==> config.mk <==
export PLATFORM = sky130hd
export DESIGN_NAME = seven_segment_digit_buffer_unit
export DESIGN_NICKNAME = d
export VERILOG_FILES = /design/src/design/ssdb_pkg.sv /design/src/design/ssdb_digit_unit.sv /design/src/design/ssdb_store.sv /design/src/design/seven_segment_digit_buffer_unit.sv
export SDC_FILE = /design/constraint.sdc
export NUM_CORES = 1
export LEC_CHECK = 0
export BUFFER_PORTS_ARGS = -buffer_cell sky130_fd_sc_hd__buf_2
export CORE_ASPECT_RATIO = 1.4
export CORE_UTILIZATION = 25
export DETAILED_ROUTE_END_ITERATION = 12
export SETUP_SLACK_MARGIN = 0.3
export SLEW_MARGIN = 20
export SYNTH_ARGS = -nofsm -noshare
export SYNTH_HDL_FRONTEND = slang
export SYNTH_SLANG_ARGS = --single-unit
==> constraint.sdc <==
create_clock -name clk -period 5.1 [get_ports clk]
set_clock_uncertainty 0.15 [all_clocks]
set_input_delay 0.765 -clock clk [delete_from_list [all_inputs] [get_ports clk]]
set_output_delay 0.765 -clock clk [all_outputs]
set_load 0.02 [all_outputs]
==> src/design/ssdb_pkg.sv <==
// shared types, constants and tables for the seven-segment digit buffer
package ssdb_pkg;

    localparam int DIGIT_COUNT_DEF = 4;
    localparam int MAX_DIGITS      = 8;
    localparam int POW_W           = 27;

    localparam logic [7:0] CONTROL_BYTE = 8'h01;
    localparam logic [7:0] MINUS_SEGS   = 8'h40;
    localparam logic [7:0] DOT_BIT      = 8'h80;

    typedef enum logic [2:0] {
        K_NUMBER      = 3'd0,
        K_DIGIT       = 3'd1,
        K_DOT         = 3'd2,
        K_MINUS       = 3'd3,
        K_RAW         = 3'd4,
        K_CLEAR_ALL   = 3'd5,
        K_CLEAR_DIGIT = 3'd6,
        K_SEND        = 3'd7
    } kind_t;

    typedef enum logic [1:0] {
        S_IDLE,
        S_CONV,
        S_SEND
    } state_t;

    typedef enum logic [2:0] {
        ST_NONE,
        ST_SEGS,
        ST_BYTE,
        ST_DOT,
        ST_CLEAR
    } store_op_t;

    typedef struct packed {
        store_op_t   op;
        logic [2:0]  idx;
        logic [7:0]  data;
        logic        hit;
    } store_req_t;

    typedef struct packed {
        logic load;
        logic sub;
        logic next_digit;
    } unit_ctl_t;

    localparam logic [7:0] GLYPHS [0:9] = '{
        8'h3F, 8'h06, 8'h5B, 8'h4F, 8'h66, 8'h6D, 8'h7D, 8'h07, 8'h7F, 8'h6F
    };

    localparam logic [6:0] ADDRESSES [0:3] = '{7'h38, 7'h39, 7'h40, 7'h41};

    localparam logic [POW_W-1:0] POW10 [0:8] = '{
        27'd1, 27'd10, 27'd100, 27'd1000, 27'd10000, 27'd100000,
        27'd1000000, 27'd10000000, 27'd100000000
    };

endpackage

==> src/design/ssdb_digit_unit.sv <==
// shared compare-and-subtract unit that peels off one decimal digit at a time
module ssdb_digit_unit
    import ssdb_pkg::*;
(
    input  logic             clk,
    input  logic             rst_n,
    input  unit_ctl_t        ctl,
    input  logic [15:0]      load_value,
    input  logic [POW_W-1:0] weight,
    output logic             ge,
    output logic [3:0]       digit
);

    logic [15:0] rem_reg, rem_next;
    logic [3:0]  cnt_reg, cnt_next;

    assign ge    = {{(POW_W-16){1'b0}}, rem_reg} >= weight;
    assign digit = (cnt_reg > 4'd9) ? 4'd9 : cnt_reg;

    always_comb
    begin
        rem_next = rem_reg;
        cnt_next = cnt_reg;
        if (ctl.load)
        begin
            rem_next = load_value;
            cnt_next = 4'd0;
        end
        else if (ctl.sub)
        begin
            // weight never exceeds the remainder here, so the low bits suffice
            rem_next = rem_reg - weight[15:0];
            cnt_next = cnt_reg + 4'd1;
        end
        else if (ctl.next_digit)
        begin
            cnt_next = 4'd0;
        end
    end

    always_ff @(posedge clk or negedge rst_n)
    begin
        if (!rst_n)
        begin
            cnt_reg <= 4'd0;
        end
        else
        begin
            cnt_reg <= cnt_next;
        end
    end

    always_ff @(posedge clk)
    begin
        rem_reg <= rem_next;
    end

endmodule

==> src/design/ssdb_store.sv <==
// segment byte per digit, with dot handling and a single read port
module ssdb_store
    import ssdb_pkg::*;
#(
    parameter int DIGIT_COUNT = DIGIT_COUNT_DEF,
    parameter int IW          = (DIGIT_COUNT > 1) ? $clog2(DIGIT_COUNT) : 1
)
(
    input  logic          clk,
    input  logic          rst_n,
    input  store_req_t    req,
    input  logic [IW-1:0] rd_idx,
    output logic [7:0]    rd_data
);

    logic [7:0]    seg_reg [DIGIT_COUNT];
    logic [IW-1:0] widx;

    assign widx    = req.idx[IW-1:0];
    assign rd_data = seg_reg[rd_idx];

    always_ff @(posedge clk or negedge rst_n)
    begin
        if (!rst_n)
        begin
            for (int i = 0; i < DIGIT_COUNT; i++)
            begin
                seg_reg[i] <= 8'h00;
            end
        end
        else
        begin
            case (req.op)
                ST_SEGS:
                begin
                    seg_reg[widx] <= (req.data & ~DOT_BIT) | (seg_reg[widx] & DOT_BIT);
                end
                ST_BYTE:
                begin
                    seg_reg[widx] <= req.data;
                end
                ST_DOT:
                begin
                    // one dot at most; a miss clears them all
                    for (int i = 0; i < DIGIT_COUNT; i++)
                    begin
                        seg_reg[i][7] <= req.hit && (IW'(i) == widx);
                    end
                end
                ST_CLEAR:
                begin
                    for (int i = 0; i < DIGIT_COUNT; i++)
                    begin
                        seg_reg[i] <= 8'h00;
                    end
                end
                default:
                begin
                end
            endcase
        end
    end

endmodule

==> src/design/seven_segment_digit_buffer_unit.sv <==
// top level: command sequencer, decimal conversion and frame sender
// digit, dot, minus, raw and clear commands take effect in the accept cycle
// a number is converted digit by digit through repeated subtraction, all nines when
// too large; a send gives the control byte and then the digit bytes,
// one byte per cycle, with the strobe registered from the send state; the receiver cannot stall
// reset clears the digits to blank, device select to 0 and the sequencer to idle
module seven_segment_digit_buffer_unit
    import ssdb_pkg::*;
#(
    parameter int DIGIT_COUNT = DIGIT_COUNT_DEF
)
(
    input  logic        clk,
    input  logic        rst_n,
    input  logic        start,
    output logic        busy,
    input  logic [2:0]  kind,
    input  logic [2:0]  position,
    input  logic [15:0] value,
    input  logic        cfg_valid,
    output logic        cfg_ready,
    input  logic [1:0]  cfg_data,
    output logic        strobe,
    output logic [6:0]  bus_address,
    output logic [7:0]  frame_byte,
    output logic        last
);

    localparam int IW = (DIGIT_COUNT > 1) ? $clog2(DIGIT_COUNT) : 1;
    localparam int CW = $clog2(DIGIT_COUNT + 1);
    localparam logic [POW_W:0] LIMIT = {1'b0, POW10[DIGIT_COUNT]};

    state_t        state_reg, state_next;
    logic [1:0]    dev_reg;
    logic [IW-1:0] digit_idx_reg, digit_idx_next;
    logic [CW-1:0] send_cnt_reg, send_cnt_next;
    logic          ovf_reg, ovf_next;
    logic          strobe_reg, last_reg;
    logic [7:0]    byte_reg;
    logic [6:0]    addr_reg;

    logic          accept;
    logic          in_range;
    logic          digit_done;
    logic [3:0]    pow_idx;
    logic [3:0]    clamped;
    logic          ge;
    logic [3:0]    digit;
    logic [7:0]    rd_data;
    logic [IW-1:0] rd_idx;
    store_req_t    req;
    unit_ctl_t     ctl;

    assign accept    = start && !busy;
    assign busy      = (state_reg != S_IDLE);
    assign cfg_ready = 1'b1;
    assign in_range  = {1'b0, position} < 4'(DIGIT_COUNT);
    assign clamped   = (value[7:0] > 8'd9) ? 4'd9 : value[3:0];
    assign pow_idx   = 4'(DIGIT_COUNT - 1) - 4'(digit_idx_reg);
    assign digit_done = ovf_reg || !ge;
    assign rd_idx    = IW'(send_cnt_reg - CW'(1));

    ssdb_digit_unit u_digit (
        .clk        (clk),
        .rst_n      (rst_n),
        .ctl        (ctl),
        .load_value (value),
        .weight     (POW10[pow_idx]),
        .ge         (ge),
        .digit      (digit)
    );

    ssdb_store #(
        .DIGIT_COUNT (DIGIT_COUNT),
        .IW          (IW)
    ) u_store (
        .clk     (clk),
        .rst_n   (rst_n),
        .req     (req),
        .rd_idx  (rd_idx),
        .rd_data (rd_data)
    );

    // next state
    always_comb
    begin
        state_next     = state_reg;
        digit_idx_next = digit_idx_reg;
        send_cnt_next  = send_cnt_reg;
        ovf_next       = ovf_reg;
        case (state_reg)
            S_IDLE:
            begin
                if (accept && kind == K_NUMBER)
                begin
                    state_next     = S_CONV;
                    digit_idx_next = '0;
                    ovf_next       = {{(POW_W-15){1'b0}}, value} >= LIMIT;
                end
                else if (accept && kind == K_SEND)
                begin
                    state_next    = S_SEND;
                    send_cnt_next = '0;
                end
            end
            S_CONV:
            begin
                if (digit_done)
                begin
                    digit_idx_next = digit_idx_reg + IW'(1);
                    if (digit_idx_reg == IW'(DIGIT_COUNT - 1))
                    begin
                        state_next = S_IDLE;
                    end
                end
            end
            S_SEND:
            begin
                send_cnt_next = send_cnt_reg + CW'(1);
                if (send_cnt_reg == CW'(DIGIT_COUNT))
                begin
                    state_next = S_IDLE;
                end
            end
            default:
            begin
                state_next = S_IDLE;
            end
        endcase
    end

    // outputs to the store and the digit unit
    always_comb
    begin
        req  = '{op: ST_NONE, idx: position, data: 8'h00, hit: in_range};
        ctl  = '{load: 1'b0, sub: 1'b0, next_digit: 1'b0};
        case (state_reg)
            S_IDLE:
            begin
                if (accept)
                begin
                    case (kind_t'(kind))
                        K_NUMBER:
                        begin
                            ctl.load = 1'b1;
                        end
                        K_DIGIT:
                        begin
                            req.op   = in_range ? ST_SEGS : ST_NONE;
                            req.data = GLYPHS[clamped];
                        end
                        K_DOT:
                        begin
                            req.op = ST_DOT;
                        end
                        K_MINUS:
                        begin
                            req.op   = in_range ? ST_SEGS : ST_NONE;
                            req.data = MINUS_SEGS;
                        end
                        K_RAW:
                        begin
                            req.op   = in_range ? ST_BYTE : ST_NONE;
                            req.data = value[7:0];
                        end
                        K_CLEAR_ALL:
                        begin
                            req.op = ST_CLEAR;
                        end
                        K_CLEAR_DIGIT:
                        begin
                            req.op = in_range ? ST_BYTE : ST_NONE;
                        end
                        default:
                        begin
                        end
                    endcase
                end
            end
            S_CONV:
            begin
                req.idx = 3'(digit_idx_reg);
                if (ovf_reg)
                begin
                    req.op   = ST_SEGS;
                    req.data = GLYPHS[9];
                end
                else if (ge)
                begin
                    ctl.sub = 1'b1;
                end
                else
                begin
                    req.op         = ST_SEGS;
                    req.data       = GLYPHS[digit];
                    ctl.next_digit = 1'b1;
                end
            end
            default:
            begin
            end
        endcase
    end

    always_ff @(posedge clk or negedge rst_n)
    begin
        if (!rst_n)
        begin
            state_reg     <= S_IDLE;
            dev_reg       <= 2'd0;
            digit_idx_reg <= '0;
            send_cnt_reg  <= '0;
            ovf_reg       <= 1'b0;
            strobe_reg    <= 1'b0;
        end
        else
        begin
            state_reg     <= state_next;
            digit_idx_reg <= digit_idx_next;
            send_cnt_reg  <= send_cnt_next;
            ovf_reg       <= ovf_next;
            strobe_reg    <= (state_reg == S_SEND);
            if (cfg_valid && cfg_ready)
            begin
                dev_reg <= cfg_data;
            end
        end
    end

    // frame output register
    always_ff @(posedge clk)
    begin
        addr_reg <= ADDRESSES[dev_reg];
        byte_reg <= (send_cnt_reg == '0) ? CONTROL_BYTE : rd_data;
        last_reg <= (send_cnt_reg == CW'(DIGIT_COUNT));
    end

    assign strobe      = strobe_reg;
    assign bus_address = addr_reg;
    assign frame_byte  = byte_reg;
    assign last        = last_reg;

    a_send_busy: assert property (@(posedge clk) disable iff (!rst_n)
        (start && !busy && kind == K_SEND) |=> busy)
        else $error("send request did not start the frame");

    a_frame_head: assert property (@(posedge clk) disable iff (!rst_n)
        $rose(strobe) |-> (frame_byte == CONTROL_BYTE && !last))
        else $error("frame does not open with the control byte");

    a_frame_contig: assert property (@(posedge clk) disable iff (!rst_n)
        (strobe && !last) |=> strobe)
        else $error("gap inside a frame");

    a_frame_end: assert property (@(posedge clk) disable iff (!rst_n)
        (strobe && last) |=> !strobe)
        else $error("strobe continues past the last byte");

endmodule

Word level (Yosys, flattened, before mapping)
Memories as Yosys holds them, arrays and structs flattened.
Index checks and enable logic that the tools add are counted.
{"block": "word_totals", "n_memories": 3, "mem_bits_ro": 688, "word_cells": 166, "in_bits": 28, "regBits": 79, "out_inout_bits": 19}
{"name": "(no name shown)", "words": 16, "word_bits": 27, "read_ports": 1, "rd_clocked_by_memory_dff": 0, "wr": 0, "line": "seven_segment_digit_buffer_unit.sv:68", "rtl": ".weight (POW10[pow_idx]),"}
{"name": "(no name shown)", "words": 16, "word_bits": 8, "read_ports": 1, "rd_clocked_by_memory_dff": 0, "wr": 0, "line": "seven_segment_digit_buffer_unit.sv:195", "rtl": "req.data = GLYPHS[digit];"}
{"name": "(no name shown)", "words": 16, "word_bits": 8, "read_ports": 1, "rd_clocked_by_memory_dff": 0, "wr": 0, "line": "seven_segment_digit_buffer_unit.sv:150", "rtl": "req.data = GLYPHS[clamped];"}
{"block": "classes", "n_mux": 66, "n_eq_ne": 25, "addsub": 6, "n_reduce_logical": 28, "n_lt_le_gt_ge": 12, "bitwise": 7}
{"operator": "$mux 8", "n": 12}
{"operator": "$pmux 7 s3", "n": 4}
{"operator": "$bwmux 32", "n": 2}
{"operator": "$mux 27", "n": 2}
{"operator": "$bmux 8 s2", "n": 2}
{"operator": "$mux 16", "n": 2}
{"operator": "$ge 16x27->1", "n": 1}
{"operator": "$pmux 8 s3", "n": 1}
{"operator": "$mux 2", "n": 11}
{"operator": "$mux 4", "n": 5}
{"operator": "$eq 3x3->1 const B", "n": 6}
{"operator": "$demux 8 s2", "n": 1}
{"operator": "$ge 16x14->1 const B", "n": 1}
{"operator": "$pmux 1 s4", "n": 4}
{"operator": "$pmux 8 s2", "n": 1}
{"operator": "$sub 16x16->16", "n": 1}
{"operator": "$ge 5x5->1 const B", "n": 3}
{"operator": "$not 4->5", "n": 3}
{"operator": "$bmux 7 s2", "n": 1}
{"operator": "$mux 7", "n": 2}
{"operator": "$eq 3x2->1 const B", "n": 4}
{"operator": "$ne 2x2->1 const B", "n": 6}
{"operator": "$pmux 3 s2", "n": 2}
{"operator": "$pmux 3 s4", "n": 1}
{"operator": "other kinds (34)", "n": 66}

Logic depth before layout (Yosys ltp)
{"block": "logic_depth", "ltp_word": 12, "ltp_mapped": 12, "ltp_nobuf": 12}

Modules after synthesis
A second synthesis with hierarchy kept.
{"block": "hier_totals", "hier_cells": 546, "area_unflattened_um2": 5043.6}
{"module": "ssdb_digit_unit", "instances": 1, "cells_each": 198, "seq_area_each_um2": 580.6, "area_per_inst_um2": 1720.4}
{"module": "ssdb_store", "instances": 1, "cells_each": 160, "seq_area_each_um2": 800.8, "area_per_inst_um2": 1689.1}
{"module": "seven_segment_digit_buffer_unit", "instances": 1, "cells_each": 188, "seq_area_each_um2": 515.5, "area_per_inst_um2": 1634.1}

Worst setup path after synthesis
Ideal clock, no wire load.
{"block": "synth_timing", "path_kind": "flip-flop to flip-flop", "from": "register digit_idx_reg[1]", "to": "register u_store.seg_reg[11] in the netlist's numbering", "period_less_slack_ns": 3.129, "setup_slack_ns": 1.971, "setup_time_ns": 0.078, "arrival_time_ns": 2.901, "required_ns": 4.872, "n_path_buf": 0, "stages_incl_launch_ff": 12, "cell_sequence": "dfrtp_1 -> inv_1 -> ha_1 -> inv_1 -> ha_1 -> o21ai_0 -> o21ai_1 -> nor3_2 -> a22oi_4 -> xnor2_4 -> mux2i_1 -> o2bb2ai_1"}
{"block": "synth_between", "elab_chain_cells": 12, "word_cells_on_any_way": 27, "classes_between": "add/sub: 1; order compare: 3; eq/ne: 3; mux: 14; bitwise: 3; reduce/logical: 2; memory: 1"}
{"element": "start: declaration", "line": "seven_segment_digit_buffer_unit.sv:35", "rtl": "logic [IW-1:0] digit_idx_reg, digit_idx_next;"}
{"element": "start signal: assignment", "line": "seven_segment_digit_buffer_unit.sv:219", "rtl": "digit_idx_reg <= digit_idx_next;"}
{"element": "$sub 2x2->3", "line": "seven_segment_digit_buffer_unit.sv:59", "rtl": "assign pow_idx = 4'(DIGIT_COUNT - 1) - 4'(digit_idx_reg);"}
{"element": "$not 4->5 (implied by the code)", "line": "seven_segment_digit_buffer_unit.sv:68"}
{"element": "$mem_v2 16x27"}
{"element": "$mux 27 (implied by the code) (2 in a row)", "line": "seven_segment_digit_buffer_unit.sv:68"}
{"element": "$ge 16x27->1", "line": "ssdb_digit_unit.sv:17", "rtl": "assign ge = {{(POW_W-16){1'b0}}, rem_reg} >= weight;"}
{"element": "$mux 8", "line": "seven_segment_digit_buffer_unit.sv:188", "rtl": "else if (ge)"}
{"element": "$mux 8", "line": "seven_segment_digit_buffer_unit.sv:183", "rtl": "if (ovf_reg)"}
{"element": "$pmux 8 s2", "line": "seven_segment_digit_buffer_unit.sv:137", "rtl": "case (state_reg)"}
{"element": "$or 7x8->8", "line": "ssdb_store.sv:36", "rtl": "seg_reg[widx] <= (req.data & ~DOT_BIT) | (seg_reg[widx] & DOT_BIT);"}
{"element": "$bwmux 32", "line": "ssdb_store.sv:36"}
{"element": "$pmux 7 s3", "line": "ssdb_store.sv:33", "rtl": "case (req.op)"}
{"element": "end signal: indexed assignment", "line": "ssdb_store.sv:36"}
{"element": "end signal: indexed assignment", "line": "ssdb_store.sv:40", "rtl": "seg_reg[widx] <= req.data;"}
{"element": "end signal: indexed assignment", "line": "ssdb_store.sv:47", "rtl": "seg_reg[i][7] <= req.hit && (IW'(i) == widx);"}
{"element": "end: declaration", "line": "ssdb_store.sv:16", "rtl": "logic [7:0] seg_reg [DIGIT_COUNT];"}
Several ways; a longest one is shown, not always the timed one. The select of a mux whose other input is x is not followed.
A chain may end at the register's enable or synchronous reset.

Final worst setup path
{"block": "layout_timing", "from": "register digit_idx_reg[1]", "to": "register u_digit.rem_reg[2] (enable)"}
{"block": "layout_between", "elab_chain_cells": 10}
{"element": "$sub 2x2->3", "line": "seven_segment_digit_buffer_unit.sv:59"}
{"element": "$not 4->5 (implied by the code)", "line": "seven_segment_digit_buffer_unit.sv:68"}
{"element": "$mem_v2 16x27"}
{"element": "$mux 27 (implied by the code) (2 in a row)", "line": "seven_segment_digit_buffer_unit.sv:68"}
{"element": "$ge 16x27->1", "line": "ssdb_digit_unit.sv:17"}
{"element": "$mux 1", "line": "seven_segment_digit_buffer_unit.sv:188"}
{"element": "$mux 2", "line": "seven_segment_digit_buffer_unit.sv:183"}
{"element": "$mux 2", "line": "seven_segment_digit_buffer_unit.sv:137"}
{"element": "$reduce_bool 2->1 (no line)"}
{"element": "end signal: assignment", "line": "ssdb_digit_unit.sv:55", "rtl": "rem_reg <= rem_next;"}
{"element": "end: declaration", "line": "ssdb_digit_unit.sv:14", "rtl": "logic [15:0] rem_reg, rem_next;"}
Every way passes these cells. The select of a mux whose other input is x is not followed.

==> flow_summary.toml <==
[timing]
period_share_pct = 72.9
setup_viol = 0
slew_viol_final = 0
min_period_ns = 3.72
worst_pin_slew_ns = 0.788
rsz0062_at_grt = "false"
max-slew-margin-rel_pct = 46.0
hold_violations = 0
clock.fmax_mhz = 269
fin_tns_setup_ns = 0

[worst_setup_path]
worst-r2r-setup-slack_ns = 1.38
rr_startpoint = "digit_idx_reg[1]"
crit_type = "flip-flop to flip-flop"
crit_arrival_ns = 3.49
worstSetupStartpointType = "flip-flop"
crit_fanout = 16
worstRegToRegCells = 10
r2r-end = "u_digit.rem_reg[2]"
required_ns = 4.87
critical_path.endpoint_type = "flip-flop"

[worst_hold_path]
worstHoldStart = "dev_reg[1]"
min_to = "bus_address[6]"
hold_path_class = "flip-flop to flip-flop"
min_path_cells = 0

[pwr]
p_leak_uw = 0.00222
p_per_area_nw_per_um2 = 535
ir_drop_v = 0.000205

[finish]
post-route-cell-area_um2 = 5280
nNetsFinal = 562
largest_reg_flops = 28
n_antenna_cell = 0
multi_input_area_um2 = 2480
drive_above_1_share_pct = 16.9
seq_area_um2 = 1900
fin_cells = 750
finish.utilization_pct = 29.5
area_delta_synth_final_pct = 16.0
fillers = 1882

[yosys]
yosysUniqueCellTypes = 61
synth_area_leaders = "dfrtp_1, edfxtp_1, ha_1, dfxtp_1, nand2_1"
ys.warnings.count = 0
synthFlopType = "dfrtp_1"
synth_area_um2 = 4550
yosysTopAreaCell = "dfrtp_1"
yosysTopAreaCellShare_pct = 25.8
synthArstFlopShare_pct = 62.7
synth_edf_count = 16
syn_avg_cell_area_um2 = 9.75
ys_seq_elements = 75
yosys-top-cells-count = "nand2_1, dfrtp_1, o21ai_0"
synthMostInstantiatedCell = "nand2_1"
synth_cells = 467
synth.yosys.seq_area_share_pct = 41.7

[clocking]
post-cts-setup-buffers = 0
hold_buffers = 0
clockRootBuffer = "clkbuf_16"
cts_resized = 0
cts_max_level = 3
cts_tree = "built"
clk_path_buf_depth = 2
clk_pin_slew_ns = 0.06
clk-insertion-delay-late_ns = 0.35
cts-buffers-inserted = 9
cts_sinks = 75

[die]
die_height_um = 162
die_x_um = 116
num_rows = 58
core_um2 = 17900
ios = 47
dieArea_um2 = 18800
initial_core_util_pct = 25.4

[global_routing]
grt_pass1_vias = 3513
gr-usage-all-layers_pct = 12.7
grt_pass1_wl_um = 18000
grt_max_degree = 48
overflow = 0
antenna_found_initial = 0

[placed_design]
gp_congestion = 0.812
dp_cells = 734
port_buffers = 43
dp_hpwl_um = 8400
place_area_um2 = 5000

[drt]
vias = 3567
dr.pass1.iters = 4
drc = 0
routed_via_density = 4.76
ant_nets = 0
wl_per_cell_um = 14.9
drt_wl_total_um = 11200
drtIter0Drc = 143

[run_status]
outcome = "completed"

[flow_run]
max-cap-violations = 0
[worst max-delay path, cell delays in order, from the launching register on]
cell and delay [ns]:
dfrtp_1 0.46, inv_1 0.17, ha_1 0.18, inv_1 0.07
ha_1 0.33, o21ai_0 0.46, o21ai_1 0.24, nor4_1 0.39
nand2_1 0.18, nand2_1 0.18, nand2_1 0.46
[layout by cell type (no fill, tap or decap), types with 5 or more instances in the layout]
| master | n |
|---|---|
| ha_1 | 28 |
| mux4_2 | 8 |
| nor2_1 | 34 |
| nor2b_1 | 15 |
| dfrtp_1 | 47 |
| and2_1 | 5 |
| edfxtp_1 | 16 |
| o31ai_1 | 9 |
| nand2_1 | 51 |
| nand3_1 | 16 |
| o21a_1 | 5 |
| a31oi_1 | 5 |
| clkbuf_16 | 10 |
| a32o_1 | 5 |
| nor3_1 | 6 |
| o2bb2ai_1 | 18 |
| a21oi_1 | 19 |
| o21ai_0 | 36 |
| or3_1 | 5 |
| nand2b_1 | 6 |
| dfxtp_1 | 12 |
| buf_2 | 43 |
| inv_1 | 25 |
| xor2_1 | 5 |
| mux2_2 | 5 |
| mux2i_1 | 13 |
[metrics by stage]
| step | setup slack [ns] | hold WS (ns) | total power [µW] |
|---|---|---|---|
| 2_1_floorplan | 1.97 | 0.194 | 1900 |
| 3_3_place_gp | 1.44 | 0.200 | 2200 |
| 3_5_place_dp | 1.41 | 0.205 | 2210 |
| 4_1_cts | 1.37 | 0.220 | 2840 |
| 5_1_grt | 1.11 | 0.227 | 3030 |
| 6_report | 1.38 | 0.216 | 2820 |
[layout make-up]
class	count	area share, %
Clock buffer	12	4.88
Clock inverter	4	0.426
Inverter	25	1.78
Multi-Input combinational cell	349	47.0
Sequential cell	75	35.9
Tap cell	240	5.69
Timing Repair Buffer	45	4.36
[power by group]
group / total (µW) / internal [µW] / switching (µW)
registers: 972 / 821 / 150
clock network: 618 / 358 / 259
logic: 1240 / 522 / 713
total: 2820 / 1700 / 1120
[cells by family after synthesis]
logic type	count (synthesis)	synth area share, %
adder cells (fa/ha/maj)	29	8.14
flip-flops	75	41.7
XOR/XNOR	9	2.14
AO/OA/AOI/OAI	121	18.2
buffers and inverters	44	4.07
AND/OR/NAND/NOR	160	17.3
multiplexers	27	8.38
other	2	0.165
[worst max-delay path by stage]
stage                           startpoint             endpoint  slack [ns]  cells after the start
after global placement    digit_idx_reg[1]   u_digit.rem_reg[1]        1.44                     10
after detailed placement  digit_idx_reg[1]   u_digit.rem_reg[2]        1.41                     10
after floorplan           digit_idx_reg[1]  u_store.seg_reg[11]        1.97                     11
after global routing      digit_idx_reg[1]   u_digit.rem_reg[3]        1.11                     10
final                     digit_idx_reg[1]   u_digit.rem_reg[2]        1.38                     10
after CTS                 digit_idx_reg[1]   u_digit.rem_reg[4]        1.37                     10
[layer usage]
metal / GRT usage (%) / part of all wire (%)
met5: 0 / 0
met4: 5.71 / 2.2
met3: 2.09 / 3.7
met2: 20.1 / 47
met1: 17.0 / 47
No activity file was read; power rests on OpenSTA's default activity.
